==> src/hdl/b64e_pkg.sv <==
// Shared types, constants and the character table for the base64 stream encoder.
package b64e_pkg;

	localparam int unsigned QUEUE_DEPTH_DEF = 4;
	localparam logic [7:0] PAD_CHAR = 8'd61;

	typedef struct packed {
		logic [7:0] in_byte;
		logic       in_last;
	} in_item_t;

	typedef struct packed {
		logic [7:0] out_char;
		logic       out_last;
	} out_item_t;

	typedef enum logic [1:0] {
		GP_0 = 2'd0,
		GP_1 = 2'd1,
		GP_2 = 2'd2
	} grp_pos_t;

	typedef struct packed {
		logic [3:0][7:0] chars;
		logic [1:0]      last_idx;
		logic            last;
	} job_t;

	function automatic logic [7:0] b64_char(input logic [5:0] v);
		logic [7:0] c;
		if (v < 6'd26) begin
			c = 8'd65 + {2'b00, v};
		end else if (v < 6'd52) begin
			c = 8'd97 + {2'b00, v} - 8'd26;
		end else if (v < 6'd62) begin
			c = 8'd48 + {2'b00, v} - 8'd52;
		end else if (v == 6'd62) begin
			c = 8'd43;
		end else begin
			c = 8'd47;
		end
		return c;
	endfunction

endpackage

==> src/hdl/b64e_front.sv <==
// Front end: takes raw bytes, tracks group position and carry, builds character jobs.
module b64e_front (
	input  logic                clk,
	input  logic                arst_n,
	input  logic                byte_valid,
	output logic                byte_ready,
	input  b64e_pkg::in_item_t  byte_req,
	input  logic                job_full,
	output logic                job_push,
	output b64e_pkg::job_t      job_data
);
	import b64e_pkg::*;

	grp_pos_t   pos_q, pos_d;
	logic [3:0] carry_q, carry_d;
	logic       accept;
	logic [7:0] b;

	assign byte_ready = !job_full;
	assign accept     = byte_valid && byte_ready;
	assign job_push   = accept;
	assign b          = byte_req.in_byte;

	always_comb begin
		pos_d   = pos_q;
		carry_d = carry_q;
		unique case (pos_q)
			GP_1: begin
				pos_d   = byte_req.in_last ? GP_0 : GP_2;
				carry_d = byte_req.in_last ? 4'd0 : b[3:0];
			end
			GP_2: begin
				pos_d   = GP_0;
				carry_d = 4'd0;
			end
			default: begin
				pos_d   = byte_req.in_last ? GP_0 : GP_1;
				carry_d = byte_req.in_last ? 4'd0 : {2'b00, b[1:0]};
			end
		endcase
	end

	always_comb begin
		job_data.chars[2] = PAD_CHAR;
		job_data.chars[3] = PAD_CHAR;
		job_data.last     = byte_req.in_last;
		unique case (pos_q)
			GP_1: begin
				job_data.chars[0] = b64_char({carry_q[1:0], b[7:4]});
				job_data.chars[1] = b64_char({b[3:0], 2'b00});
				job_data.last_idx = byte_req.in_last ? 2'd2 : 2'd0;
			end
			GP_2: begin
				job_data.chars[0] = b64_char({carry_q, b[7:6]});
				job_data.chars[1] = b64_char(b[5:0]);
				job_data.last_idx = 2'd1;
			end
			default: begin
				job_data.chars[0] = b64_char(b[7:2]);
				job_data.chars[1] = b64_char({b[1:0], 4'b0000});
				job_data.last_idx = byte_req.in_last ? 2'd3 : 2'd0;
			end
		endcase
	end

	always_ff @(posedge clk or negedge arst_n) begin
		if (!arst_n) begin
			pos_q   <= GP_0;
			carry_q <= 4'd0;
		end else if (accept) begin
			pos_q   <= pos_d;
			carry_q <= carry_d;
		end
	end

endmodule

==> src/hdl/b64e_queue.sv <==
// Short job queue between the front end and the character emitter.
module b64e_queue #(
	parameter int unsigned DEPTH = b64e_pkg::QUEUE_DEPTH_DEF
) (
	input  logic           clk,
	input  logic           arst_n,
	input  logic           push,
	input  b64e_pkg::job_t push_data,
	output logic           full,
	input  logic           pop,
	output logic           not_empty,
	output b64e_pkg::job_t head
);
	import b64e_pkg::*;

	localparam int unsigned AW = (DEPTH > 1) ? $clog2(DEPTH) : 1;
	localparam int unsigned CW = $clog2(DEPTH + 1);

	job_t          mem_q [DEPTH];
	logic [AW-1:0] wr_ptr_q, rd_ptr_q;
	logic [CW-1:0] count_q;

	assign full      = (count_q == CW'(DEPTH));
	assign not_empty = (count_q != '0);
	assign head      = mem_q[rd_ptr_q];

	function automatic logic [AW-1:0] ptr_inc(input logic [AW-1:0] p);
		return (p == AW'(DEPTH - 1)) ? '0 : p + 1'b1;
	endfunction

	always_ff @(posedge clk) begin
		if (push) begin
			mem_q[wr_ptr_q] <= push_data;
		end
	end

	always_ff @(posedge clk or negedge arst_n) begin
		if (!arst_n) begin
			wr_ptr_q <= '0;
			rd_ptr_q <= '0;
			count_q  <= '0;
		end else begin
			if (push) begin
				wr_ptr_q <= ptr_inc(wr_ptr_q);
			end
			if (pop) begin
				rd_ptr_q <= ptr_inc(rd_ptr_q);
			end
			if (push && !pop) begin
				count_q <= count_q + 1'b1;
			end else if (pop && !push) begin
				count_q <= count_q - 1'b1;
			end
		end
	end

endmodule

==> src/hdl/b64e_back.sv <==
// Back end: walks each queued job one character per cycle into the output register while char_ready allows.
module b64e_back (
	input  logic                clk,
	input  logic                arst_n,
	input  logic                job_valid,
	input  b64e_pkg::job_t      job_head,
	output logic                job_pop,
	output logic                char_valid,
	input  logic                char_ready,
	output b64e_pkg::out_item_t char_req
);
	import b64e_pkg::*;

	logic [1:0] idx_q;
	logic       out_valid_q;
	out_item_t  out_q;
	logic       load;
	logic       at_end;

	assign load       = job_valid && (!out_valid_q || char_ready);
	assign at_end     = (idx_q == job_head.last_idx);
	assign job_pop    = load && at_end;
	assign char_valid = out_valid_q;
	assign char_req   = out_q;

	always_ff @(posedge clk) begin
		if (load) begin
			out_q.out_char <= job_head.chars[idx_q];
			out_q.out_last <= job_head.last && at_end;
		end
	end

	always_ff @(posedge clk or negedge arst_n) begin
		if (!arst_n) begin
			idx_q       <= 2'd0;
			out_valid_q <= 1'b0;
		end else begin
			if (load) begin
				idx_q <= at_end ? 2'd0 : idx_q + 2'd1;
			end
			if (load) begin
				out_valid_q <= 1'b1;
			end else if (char_ready) begin
				out_valid_q <= 1'b0;
			end
		end
	end

endmodule

==> src/hdl/base64_stream_encoder.sv <==
// Top level of the streaming base64 encoder (standard alphabet, '=' padding).
//
// Byte channel: byte_valid/byte_ready carry one raw byte per request, with
// in_last set on the final byte of a message. Character channel:
// char_valid/char_ready carry one ASCII character per request, with out_last
// set on the final character of the encoded message.
// A byte yields one or two characters; the last byte of a message yields two,
// three or four, and the group is padded with '=' to four characters.
// A byte passes the job queue and the output register before its first
// character shows. The output channel moves one character per cycle while
// char_ready is high, so three bytes give four characters in a steady stream;
// a byte is accepted every cycle while the job queue has room. The output
// register is the rate limit. The front end accepts bytes whenever the job
// queue between the front end and the character emitter has room, so input
// keeps flowing while the receiver stalls until QUEUE_DEPTH jobs are waiting.
// Reset clears the group position, the carry bits, the queue and the
// output valid; the next byte after reset starts a new message.
module base64_stream_encoder #(
	parameter int unsigned QUEUE_DEPTH = b64e_pkg::QUEUE_DEPTH_DEF
) (
	input  logic                clk,
	input  logic                arst_n,
	input  logic                byte_valid,
	output logic                byte_ready,
	input  b64e_pkg::in_item_t  byte_req,
	output logic                char_valid,
	input  logic                char_ready,
	output b64e_pkg::out_item_t char_req
);
	import b64e_pkg::*;

	job_t push_data;
	job_t head;
	logic push, full, pop, not_empty;

	b64e_front u_front (
		.clk        (clk),
		.arst_n     (arst_n),
		.byte_valid (byte_valid),
		.byte_ready (byte_ready),
		.byte_req   (byte_req),
		.job_full   (full),
		.job_push   (push),
		.job_data   (push_data)
	);

	b64e_queue #(
		.DEPTH (QUEUE_DEPTH)
	) u_queue (
		.clk       (clk),
		.arst_n    (arst_n),
		.push      (push),
		.push_data (push_data),
		.full      (full),
		.pop       (pop),
		.not_empty (not_empty),
		.head      (head)
	);

	b64e_back u_back (
		.clk        (clk),
		.arst_n     (arst_n),
		.job_valid  (not_empty),
		.job_head   (head),
		.job_pop    (pop),
		.char_valid (char_valid),
		.char_ready (char_ready),
		.char_req   (char_req)
	);

endmodule

==> config.mk <==
export PLATFORM = sky130hd
export DESIGN_NAME = base64_stream_encoder
export DESIGN_NICKNAME = d
export VERILOG_FILES = /design/src/hdl/b64e_pkg.sv /design/src/hdl/b64e_front.sv /design/src/hdl/b64e_queue.sv /design/src/hdl/b64e_back.sv /design/src/hdl/base64_stream_encoder.sv
export SDC_FILE = /design/constraint.sdc
export NUM_CORES = 1
export LEC_CHECK = 0
export ABC_AREA = 1
export BUFFER_PORTS_ARGS = -buffer_cell sky130_fd_sc_hd__clkbuf_2
export CAP_MARGIN = 20
export CELL_PAD_IN_SITES_DETAIL_PLACEMENT = 0
export CELL_PAD_IN_SITES_GLOBAL_PLACEMENT = 1
export CORE_AREA = 8 8 151 153
export DETAILED_ROUTE_END_ITERATION = 16
export DIE_AREA = 0 0 159 161
export GPL_ROUTABILITY_DRIVEN = 0
export PLACE_DENSITY_LB_ADDON = 0.1
export SLEW_MARGIN = 20
export SYNTH_ARGS = -nofsm -noshare
export SYNTH_HDL_FRONTEND = slang
export SYNTH_HIERARCHICAL = 1
export SYNTH_SLANG_ARGS = --single-unit
==> constraint.sdc <==
create_clock -name clk -period 2.4 [get_ports clk]
set_input_delay 0.24 -clock clk [delete_from_list [all_inputs] [get_ports clk]]
set_output_delay 0.24 -clock clk [all_outputs]
set_load 0.02 [all_outputs]
Yosys cells after proc, flatten, opt, wreduce, memory -nomap -nowiden. Memories as Yosys holds them, arrays and structs flattened. Index checks and enable logic that the tools add are counted.

Add/sub/neg operators: 35. Eq/ne operators: 10. Muxes and demuxes: 42. $lt $le $gt $ge: 19. Reductions and logical operators: 14.

Operators with widths (number): $mux 8 (19); $add 7x6->8 const A (12); $lt 6x6->1 const B (12); $sub 8x5->8 const B (6); $sub 8x6->8 const B (6); $add 6x6->7 const A (6); $lt 6x5->1 const B (6); $pmux 18 s2 (1); $eq 6x6->1 const B (4); $mux 3 (6); $bmux 8 s2 (1); $mux 2 (7); $pmux 4 s2 (1); $add 2x1->2 const B (3); $eq 2x2->1 const B (3); $logic_and 1x1->1 (6); $mux 1 (5); $logic_not 1->1 (4); $mux 4 (1); $pmux 2 s2 (1); $reduce_bool 2->1 (2); $add 3x1->3 const B (1); $eq 3x3->1 const B (1); $lt 2x3->1 const B (1); 5 further kinds (5).

Word-level logic and storage cells: 130. Flip-flop bits (word level): 25. Memories: 1. Input port bits: 13. Bits in writable memories: 76. Output and inout port bits: 11.

Memory list: u_queue.mem_q (words 4, bits a word 19, rd ports 1, clocked after memory_dff 0, wr ports 1, RTL line b64e_queue.sv:19) `job_t mem_q [DEPTH];`.

Longest topological paths before layout. Gate-level depths: netlist (run 1).

Depth in word-level cells: 7. Depth in mapped cells: 19. Mapped depth without buffers: 18.

Hierarchy. The synthesis (run 1) kept the hierarchy.

By module, submodules not included: b64e_queue (instances 1, area each 6007.0 sq um, cells each 460, seq. area each 4379.2 sq um); b64e_front (instances 1, area each 2519.9 sq um, cells each 443, seq. area each 150.1 sq um); b64e_back (instances 1, area each 698.2 sq um, cells each 82, seq. area each 345.3 sq um).

Least setup slack after synthesis (run 1). OpenSTA, ideal clock, no wires.

Kind: reg2reg. From: register u_queue.rd_ptr_q[0]. To: register u_queue.count_q[1]. Path buffers: 2. Arrival: 2.163 ns. Clock period less this slack: 2.280 ns. Stages on the path, launching flop included: 17. Setup time: 0.117 ns. Slack: 0.120 ns. Required time: 2.283 ns. Cell sequence: dfrtp_1 inv_2 buf_6 buf_6 o211ai_1 nand2_1 inv_1 nand2_1 nand2_1 nand2_2 nor2_1 inv_1 ha_1 inv_1 fa_1 nand2_1 nand2_1.

RTL lines: start: declaration (RTL line b64e_queue.sv:20) `logic [AW-1:0] wr_ptr_q, rd_ptr_q;`; start signal: assignment (RTL line b64e_queue.sv:47) `rd_ptr_q <= ptr_inc(rd_ptr_q);`; end signal: assignment (RTL line b64e_queue.sv:50) `count_q <= count_q + 1'b1;`; end signal: assignment (RTL line b64e_queue.sv:52) `count_q <= count_q - 1'b1;`; end: declaration (RTL line b64e_queue.sv:21) `logic [CW-1:0] count_q;`.

==> results of run 1 <==
[through the flow]
step           instances  cell area, um^2  hold WS [ps]
2_1_floorplan        999             9278        -55.59
3_3_place_gp        1267             9540         213.0
3_5_place_dp        1267             9540         218.6
4_1_cts             1300            10130         52.02
5_1_grt             1300            10130         89.85
6_report            1300            10130         70.28
[cells in the final DEF, fill, tap and decap left out, drive strengths merged, types with 2 or more instances in the layout]
| cell type | netlist | final |
|---|---|---|
| conb | 2 | 16 |
| clkbuf | 3 | 41 |
| nor3 | 4 | 4 |
| o32ai | 2 | 2 |
| nor2 | 63 | 63 |
| nand2 | 261 | 261 |
| edfxtp | 149 | 149 |
| xor2 | 9 | 9 |
| inv | 145 | 148 |
| o21ai | 52 | 52 |
| clkinvlp | 0 | 4 |
| nand4 | 7 | 7 |
| o211ai | 78 | 78 |
| bufinv | 0 | 2 |
| nand3 | 46 | 46 |
| o22ai | 11 | 11 |
| buf | 58 | 31 |
| dfrtp | 16 | 16 |
| or2 | 2 | 2 |
| clkinv | 1 | 6 |
| a31oi | 5 | 5 |
| xnor2 | 3 | 3 |
| a21oi | 36 | 36 |
| ha | 26 | 26 |
[power by group through the flow]
stage                     combinational (mW)  clock [mW]  sequential [mW]
after CTS                               4.64        2.68             4.49
after floorplan                         3.34           0             4.57
final                                   4.54        2.61             4.48
after detailed placement                4.62           0             4.55
after global placement                  4.60           0             4.54
after global routing                    5.19        2.78             4.57
[metal layers]
layer	vias up	part of all wire	GRT usage
li1	3343	-	-
met4	0	0.026	0.07204
met2	99	0.48	0.2865
met1	2996	0.47	0.2094
met3	26	0.025	0.02545
met5	-	0	0
[final cells by class]
type                    count  area [um^2]
clock buffers              18        429.2
flip-flops and latches    165         4875
fillers                  2012        10430
repair buffers             55        407.9
well taps                 275        344.1
inverters                 146        570.5
multi-input cells         627         3353
clock inverters            14        152.6
[state kept, by name (all words and copies together), names as in the netlist]
signal,cells
u_front/pos_q,2
u_queue/wr_ptr_q,2
u_queue/mem_q,140
u_back/char_valid,1
u_queue/count_q,3
u_back/char_req,9
u_back/idx_q,2
u_queue/rd_ptr_q,2
u_front/carry_q,4
[path summary, 6_finish.rpt]
| path | start | end | slack (ps) | cells past startpoint |
|---|---|---|---|---|
| setup reg to reg | u_queue/rd_ptr_q[0]$_DFFE_PN0P_ | u_queue/count_q[1]$_DFFE_PN0P_ | 260 | 15 |
| min in group asynchronous | arst_n | u_queue/wr_ptr_q[1]$_DFFE_PN0P_ | 300 | 2 |
| max in group asynchronous | arst_n | u_queue/count_q[1]$_DFFE_PN0P_ | 1770 | 2 |
| hold / removal | char_ready | u_back/char_valid$_DFFE_PN0P_ | 70 | 4 |
| setup / recovery | u_queue/rd_ptr_q[0]$_DFFE_PN0P_ | u_queue/count_q[1]$_DFFE_PN0P_ | 260 | 15 |
| hold reg to reg | u_queue/count_q[2]$_DFFE_PN0P_ | u_queue/count_q[2]$_DFFE_PN0P_ | 470 | 2 |
[worst max-delay path, cell delays in order (launching register included)]
cell and delay, ps:
dfrtp_1 420, inv_4 130, nand2_1 60, o211ai_1 80, nand2_1 90, inv_1 60
nand2_1 40, nand2_1 70, nand2_2 80, nor2_1 140, inv_1 70, ha_1 190
inv_1 90, fa_1 410, nand2_1 70, nand2_1 40
[cell families (layout without fill, tap and decap cells)]
kind of cell / count (synthesis) / after routing
other cells: 2 / 16
compound gates: 187 / 187
buf+inv: 207 / 233
flops: 165 / 165
xor+xnor: 12 / 12
fa+ha+maj: 27 / 27
simple gates: 385 / 385
==> summary.txt, run 1 <==
Outcome
  • Outcome: finished clean

Yosys
  • Synth async-reset ratio: 0.09697
  • Mapped Cells: 985
  • Post-synthesis mux area share: 0
  • Post-synth design cell area: 9225 um^2
  • Count leader, synth: nand2_1
  • Post-synth top cells: nand2_1, edfxtp_1, inv_1, o211ai_1, nor2_1
  • Synth cell types: 47
  • Synth area leader: edfxtp_1
  • Synth top area share: 0.4850
  • Area share of fa/ha/maj cells after synthesis: 0.03743
  • Xor and xnor fraction of the mapped netlist area: 0.01139
  • Yosys reg bits: 165
  • Sequential share of the synthesized area: 0.5284
  • Top_reg_cell synth: edfxtp_1
  • Synth Area in Compound Gates: 0.1286
  • Synth Area in Simple Gates: 0.1796
  • Ys Warns: 6
  • Post-synth EDFFs: 149
  • Syn Area/Cell: 9.366 um^2
  • Synth area leaders: edfxtp_1, nand2_1, o211ai_1
  • Main combinational cell family by area after synthesis: simple AND/OR/NAND/NOR gates

Setup path
  • Crit path DAT: 2450 ps
  • Critical path required time: 2710 ps
  • Critical Path Fanout Max: 10
  • Crit Path Category: flip-flop to flip-flop
  • CP endpoint kind: flip-flop
  • Startpoint types: flip-flop

Job
  • Max Cap Viol: 0

Clock tree
  • Clk sinks: 165
  • CTS Buffer Depth: 2
  • CTS Hold Buffers Added: 1
  • # resized after CTS: 0
  • Skew-Pair Late Insertion Delay: 420 ps
  • Setup Buffers After CTS: 0
  • Clock root buffer: clkbuf_16
  • CTS tree: done
  • Cts bufs inserted: 17
  • Clk slew on worst S/H paths: 60 ps
  • H-tree levels: 4

Worst hold path
  • HP Class: input port to flip-flop

Timing
  • Unrepaired setup endpoints after global routing: no
  • Setup violators final: 0
  • Slew at the pin closest to its max-slew limit: 550.4 ps
  • Final min period: 2141 ps
  • Relative slew margins: 0.6331
  • Fmax: 467.0 MHz
  • Clk_skew: 10.40 ps
  • Final setup TNS: 0 ps
  • Final Hold Vio Count: 0
  • Max-slew violation count: 0
  • Period utilisation layout: 0.8923
  • Setup WS post-layout: 258.6 ps

Power and ir drop
  • Power Total: 11.63 mW
  • Switching power: 4.453 mW
  • Net switching fraction of the power: 0.3827
  • Sequential power share: 0.385
  • Pint: 7.182 mW
  • LEAKAGE: 4.318 nW
  • Clk pwr share: 0.225
  • Logic gate share of total power: 0.390
  • Worst VDD drop: 0.5907 mV
  • PwrDens: 1148 nW/um^2

Place
  • IO Port Bufs: 23
  • Post-Place Worst Slack: 183.8 ps
  • Detailed placement HPWL: 14.20 mm

Floorplan
  • Rows: 53
  • Die Wd: 159 um
  • Die extent in y: 161 um
  • Die area: 25600 um^2
  • Starting Density: 0.4488
  • I/O pins: 24
  • Core Area: 20560 um^2

Routing
  • DRC viols: 0
  • Drt via density: 4.972
  • Routed Antenna Nets: 0
  • First-pass DRT Iterations: 4
  • Initial drt markers: 367
  • Vias: 6464
  • Avg WL per Cell: 15.88 um
  • Detailed-route wire length: 20.64 mm

Cells and area
  • Area Growth Syn to Fin: 9.833%
  • Share of cells above drive strength 1: 0.1229
  • Core Util, Final: 0.4929
  • Final #Nets: 1052
  • Ant diodes: 0

Global routing
  • Total congestion overflow: 0
  • Total Routing Usage GR: 0.1679
  • First-pass GRT wire length: 34.16 mm
  • Vias in the first global route: 6468
  • Initial antenna violation count: 0
  • Largest net degree at the start of global routing: 97
Note: power is estimated with default switching activity, not from simulation.
==> run 2, diff against run 1 <==
ABC_AREA = default   (was 1)
CORE_AREA = 8 8 142 144   (was 8 8 151 153)
DIE_AREA = 0 0 150 152   (was 0 0 159 161)
==> summary.txt, run 2 <==
Outcome
  • Outcome: finished clean

Setup path
  • Worst R2R Path Depth: 8
  • CP endpoint kind: flip-flop
  • Critical R2R Launch: u_queue/rd_ptr_q[0]$_DFFE_PN0P_
  • Crit path DAT: 2690 ps
  • Critical path required time: 2700 ps
  • Crit Path Category: flip-flop to flip-flop
  • Critical Path Fanout Max: 4
  • R2r endpoint: u_queue/count_q[1]$_DFFE_PN0P_
  • Startpoint types: flip-flop
  • Slack of the worst reg-to-reg path: 6 ps

Clock tree
  • Cts bufs inserted: 17
  • Clock root buffer: clkbuf_16
  • Clk slew on worst S/H paths: 60 ps
  • CTS Buffer Depth: 2
  • Clk sinks: 165
  • H-tree levels: 4
  • Setup Buffers After CTS: 0
  • Skew-Pair Late Insertion Delay: 410 ps
  • CTS tree: done

Yosys
  • Syn Area/Cell: 14.08 um^2
  • Synth async-reset ratio: 0.09697
  • Yosys reg bits: 165
  • Synth area leaders: edfxtp_1, mux4_2, dfrtp_1
  • Mapped Cells: 607
  • Ys Warns: 6
  • Post-synth EDFFs: 149
  • Count leader, synth: edfxtp_1
  • Sequential share of the synthesized area: 0.5702
  • Synth cell types: 72
  • Synth area leader: edfxtp_1
  • Synth top area share: 0.5233
  • Post-synth top cells: edfxtp_1, nand2_1, mux4_2, ha_1
  • Post-synth design cell area: 8549 um^2
  • Top_reg_cell synth: edfxtp_1

Floorplan
  • Starting Density: 0.4809
  • Rows: 49
  • Die extent in y: 152 um
  • I/O pins: 24
  • Die area: 22800 um^2
  • Die Wd: 150 um
  • Core Area: 17780 um^2

Job
  • Max Cap Viol: 0

Power and ir drop
  • Switching power: 3.507 mW
  • Logic gate share of total power: 0.370
  • Pint: 7.831 mW
  • Net switching fraction of the power: 0.3093
  • Sequential power share: 0.391
  • Worst VDD drop: 0.7463 mV
  • LEAKAGE: 3.518 nW
  • Power Total: 11.34 mW
  • Clk pwr share: 0.239
  • PwrDens: 1156 nW/um^2

Worst hold path
  • Worst Hold Endpoint: u_queue/mem_q[1][0]$_DFFE_PP_
  • HP Class: input port to flip-flop
  • WHS Path Cells: 1
  • Worst hold start: byte_req[0]

Timing
  • Unrepaired setup endpoints after global routing: yes
  • Final min period: 2394 ps
  • Clk_skew: 8.934 ps
  • Final Hold Vio Count: 0
  • Relative slew margins: 0.6620
  • Fmax: 417.7 MHz
  • Max-slew violation count: 0
  • Period utilisation layout: 0.9976
  • Slew at the pin closest to its max-slew limit: 500.4 ps
  • Setup violators final: 0

Cells and area
  • Final Cell Area: 9806 um^2
  • Final #Nets: 709
  • Fillers: 1451
  • Ant diodes: 0
  • Top reg by flops: u_queue/mem_q
  • Number of flip-flops in the largest register: 140
  • Area Growth Syn to Fin: 14.69%
  • Share of cells above drive strength 1: 0.2551
  • Most frequent cells in the layout: edfxtp_1, buf_4, mux4_2, nand2_1, ha_1
  • Most common cell after layout, fill and taps aside: edfxtp_1

Routing
  • Vias: 5240
  • Initial drt markers: 382
  • Routed Antenna Nets: 0
  • Detailed-route wire length: 18.42 mm
  • DRC viols: 0
  • First-pass DRT Iterations: 5
  • Drt via density: 5.752
  • Avg WL per Cell: 20.21 um

Global routing
  • Total Routing Usage GR: 0.1683
  • Initial antenna violation count: 0
  • Vias in the first global route: 5408
  • Total congestion overflow: 0
  • Largest net degree at the start of global routing: 36
  • First-pass GRT wire length: 29.69 mm

Place
  • IO Port Bufs: 23
  • Post-DP Area: 9160 um^2
  • Detailed placement HPWL: 12.62 mm
-- run 2: cell count changes in the layout (fill, tap and decap cells not counted), sizes merged, moves of 11 or more --
| cell | before | now |
|---|---|---|
| nand2 | 261 | 37 |
| inv | 148 | 28 |
| o211ai | 78 | 5 |
| nor2 | 63 | 16 |
| mux4 | 0 | 43 |
| nand3 | 46 | 14 |
| buf | 31 | 60 |
| o21ai | 52 | 24 |
| a211oi | 1 | 12 |
| o22ai | 11 | 0 |
-- run 2: critical path, stage by stage, from the launching register on --
cell     delay (ps)
dfrtp_2         400
mux4_2          550
xor2_2          170
nor3b_2         200
inv_1            60
ha_2            180
inv_2            50
fa_2            410
mux2_2          260
-- run 2: cell type report --
| type | instances | area [um^2] | area share |
|---|---|---|---|
| sequential | 165 | 4876 | 0.4973 |
| multi-input combinational | 373 | 3314 | 0.3380 |
| timing repair buffer | 84 | 625.6 | 0.06380 |
| clock buffer | 21 | 440.4 | 0.04492 |
| tap | 229 | 286.5 | 0.02922 |
| clock inverter | 11 | 157.7 | 0.01608 |
| inverter | 28 | 105.1 | 0.01072 |
-- run 2: through the flow --
| stage | worst slack, ps | util | cells | setup TNS [ps] | hold WS, ps |
|---|---|---|---|---|---|
| floorplan | -156.4 | - | 621 | -204.0 | -55.59 |
| global placement | 20.43 | 0.5152 | 878 | 0 | 192.9 |
| detailed placement | -21.51 | 0.5152 | 878 | -21.51 | 198.5 |
| CTS | -12.40 | 0.5494 | 911 | -12.40 | 127.4 |
| global route | -84.47 | 0.5515 | 911 | -94.01 | 158.2 |
| finish | 5.856 | 0.5515 | 911 | 0 | 135.5 |
-- run 2: cell families (layout without fill, tap and decap cells) --
logic type,count (synthesis),in the layout,share of synthesized area
AOI/OAI and AO/OA,123,123,0.09952
DFF,165,165,0.5702
muxes,56,56,0.1330
and+or+nand+nor,134,134,0.08415
buffers and inverters,83,144,0.05444
adders and majority gates,27,27,0.04039
other,2,16,0.0008784
xor gates and xnor gates,17,17,0.01742
-- run 2: worst max-delay path by stage --
stage / startpoint / to / cells after the start
after floorplan: u_queue/rd_ptr_q[0]$_DFFE_PN0P_ / u_queue/count_q[1]$_DFFE_PN0P_ / 9
after global placement: u_queue/rd_ptr_q[0]$_DFFE_PN0P_ / u_queue/count_q[1]$_DFFE_PN0P_ / 8
after detailed placement: u_queue/rd_ptr_q[0]$_DFFE_PN0P_ / u_queue/count_q[1]$_DFFE_PN0P_ / 8
after CTS: u_queue/rd_ptr_q[0]$_DFFE_PN0P_ / u_queue/count_q[1]$_DFFE_PN0P_ / 8
after global routing: u_queue/rd_ptr_q[0]$_DFFE_PN0P_ / u_queue/count_q[1]$_DFFE_PN0P_ / 8
final: u_queue/rd_ptr_q[0]$_DFFE_PN0P_ / u_queue/count_q[1]$_DFFE_PN0P_ / 8
-- run 2: power by group through the flow --
stage	Combinational [mW]	Sequential, mW	Clock, mW
after floorplan	2.90	4.52	0
after global placement	4.13	4.45	0
after detailed placement	4.21	4.49	0
after CTS	4.24	4.44	2.77
after global routing	4.57	4.49	2.87
final	4.20	4.43	2.71
-- run 2: per-layer routing --
| metal | wire [um] | global-route usage | vias to the layer above | share of wire |
|---|---|---|---|---|
| met1 | 7892 | 0.2154 | 2624 | 0.43 |
| li1 | - | - | 2463 | - |
| met2 | 9468 | 0.2805 | 134 | 0.51 |
| met5 | 0 | 0 | - | 0 |
| met3 | 720 | 0.03178 | 19 | 0.039 |
| met4 | 333 | 0.05714 | 0 | 0.018 |
-- run 2: what timing repair did --
action / 4_1_cts / 5_1_grt
gates resized for setup: 0 / 8
setup endpoints to repair: 1 / 22
cloned: 0 / 0
pin swaps: 0 / 1
hold buffers: 1 / 0
hold endpoints to repair: 16 / 0
==> run 3, diff against run 2 <==
==> constraint.sdc (replaced) <==
create_clock -name clk -period 2.4 [get_ports clk]
set_input_delay 0.72 -clock clk [delete_from_list [all_inputs] [get_ports clk]]
set_output_delay 0.72 -clock clk [all_outputs]
set_load 0.02 [all_outputs]
==> summary.txt, run 3 (synthesized netlist as in run 2, its figures left out) <==
Cells and area
  • Area occupied by multi-input gates: 3373 um^2
  • Most common cell after layout, fill and taps aside: edfxtp_1
  • Ant diodes: 0
  • Most frequent cells in the layout: edfxtp_1, buf_4, mux4_2, nand2_1
  • Final Cell Area: 10230 um^2
  • Core Util, Final: 0.5755
  • Top reg by flops: u_queue/mem_q
  • Final #Nets: 764
  • Fillers: 1410
  • Area Growth Syn to Fin: 19.68%
  • Number of flip-flops in the largest register: 140
  • Register Area: 4876 um^2
  • Share of cells above drive strength 1: 0.3270
  • Post-route insts no fill: 966

Global routing
  • Initial antenna violation count: 0
  • Vias in the first global route: 5715
  • Largest net degree at the start of global routing: 36
  • First-pass GRT wire length: 30.82 mm
  • Total Routing Usage GR: 0.1738
  • Total congestion overflow: 0

Clock tree
  • Cts bufs inserted: 17
  • CTS Hold Buffers Added: 0
  • H-tree levels: 4
  • Skew-Pair Late Insertion Delay: 410 ps
  • CTS tree: done
  • CTS Buffer Depth: 2
  • Clk sinks: 165
  • Clk slew on worst S/H paths: 60 ps
  • Clock root buffer: clkbuf_16

Timing
  • Period utilisation layout: 1.039
  • Setup violators final: 2
  • Max-slew violation count: 0
  • Final Hold Vio Count: 0
  • Unrepaired setup endpoints after global routing: yes
  • Setup WS post-layout: -92.69 ps
  • Fmax: 401.2 MHz
  • Clk_skew: 13.17 ps
  • Final min period: 2493 ps

Power and ir drop
  • PwrDens: 1108 nW/um^2
  • LEAKAGE: 3.782 nW
  • Worst VDD drop: 0.6065 mV

Floorplan
  • I/O pins: 24
  • Die area: 22800 um^2
  • Starting Density: 0.4809
  • Core Area: 17780 um^2
  • Die extent in y: 152 um
  • Rows: 49
  • Die Wd: 150 um

Routing
  • Initial drt markers: 484
  • Routed Antenna Nets: 0
  • Detailed-route wire length: 19.15 mm
  • Vias: 5487
  • Avg WL per Cell: 19.83 um
  • First-pass DRT Iterations: 5
  • Drt via density: 5.680
  • DRC viols: 0

Setup path
  • Startpoint types: flip-flop
  • Critical path required time: 2690 ps
  • Crit path DAT: 2790 ps
  • Crit Path Category: flip-flop to flip-flop
  • Worst R2R Path Depth: 8
  • Slack of the worst reg-to-reg path: -90 ps
  • R2r endpoint: u_queue/count_q[1]$_DFFE_PN0P_
  • Critical Path Fanout Max: 3
  • Critical R2R Launch: u_queue/rd_ptr_q[0]$_DFFE_PN0P_
  • CP endpoint kind: flip-flop

Place
  • Post-DP Area: 9623 um^2
  • DP Cell Count: 929
  • Post-Place Worst Slack: -418.8 ps
  • IO Port Bufs: 23
  • Detailed placement HPWL: 13.55 mm

Job
  • Max Cap Viol: 0

Outcome
  • Outcome: finished, violations left
  • Failing checks: negative setup slack

Worst hold path
  • HP Class: input port to async pin
[run 3: layer usage]
| metal | track usage | vias up | wire length [um] |
|---|---|---|---|
| met4 | 0.05476 | 0 | 333 |
| met2 | 0.2994 | 133 | 9912 |
| li1 | - | 2574 | - |
| met1 | 0.2179 | 2760 | 8224 |
| met5 | 0 | - | 0 |
| met3 | 0.02911 | 20 | 683 |
[run 3: worst max path at each step]
stage | startpoint | end | slack [ps] | cells after the start
2_1_floorplan | u_queue/rd_ptr_q[0]$_DFFE_PN0P_ | u_queue/count_q[1]$_DFFE_PN0P_ | -160 | 9
3_3_place_gp | byte_req[4] | u_queue/mem_q[0][13]$_DFFE_PP_ | -410 | 9
3_5_place_dp | byte_req[4] | u_queue/mem_q[1][13]$_DFFE_PP_ | -420 | 9
4_1_cts | u_queue/rd_ptr_q[0]$_DFFE_PN0P_ | u_back/char_req[3]$_DFFE_PP_ | -100 | 4
5_1_grt | u_queue/rd_ptr_q[0]$_DFFE_PN0P_ | u_queue/count_q[1]$_DFFE_PN0P_ | -190 | 8
6_report | u_queue/rd_ptr_q[0]$_DFFE_PN0P_ | u_queue/count_q[1]$_DFFE_PN0P_ | -90 | 8
[run 3: report_power, final]
part           switching (mW)  internal, mW
clock                   0.973          1.41
sequential              0.243          4.19
combinational            2.38          2.14
[run 3: metrics by stage]
stage	TNS [ps]	hold WS [ps]	power [mW]
final	-104.6	225.4	11.34
after CTS	-490.2	225.8	11.36
after floorplan	-204.0	424.4	7.463
after detailed placement	-8572	476.8	8.892
after global placement	-6579	463.3	8.753
after global routing	-332.4	247.2	11.94
[run 3: final cells by class]
type | instances | area share
sequential | 165 | 0.4765
multi-input combinational | 373 | 0.3297
timing repair buffer | 139 | 0.1041
clock buffer | 21 | 0.04304
tap | 229 | 0.02800
inverter | 28 | 0.01027
clock inverter | 11 | 0.008437
[run 3: what timing repair did]
item	in CTS	in global routing
pin swaps	1	4
setup endpoints to repair	8	21
gates resized for setup	1	10
setup buffers	3	2
[run 3: critical path: stages (launching register included)]
cell,delay [ps]
dfrtp_2,400
mux4_2,560
xor2_2,180
nor3b_2,230
inv_1,90
ha_2,190
inv_2,50
fa_2,410
mux2_2,260
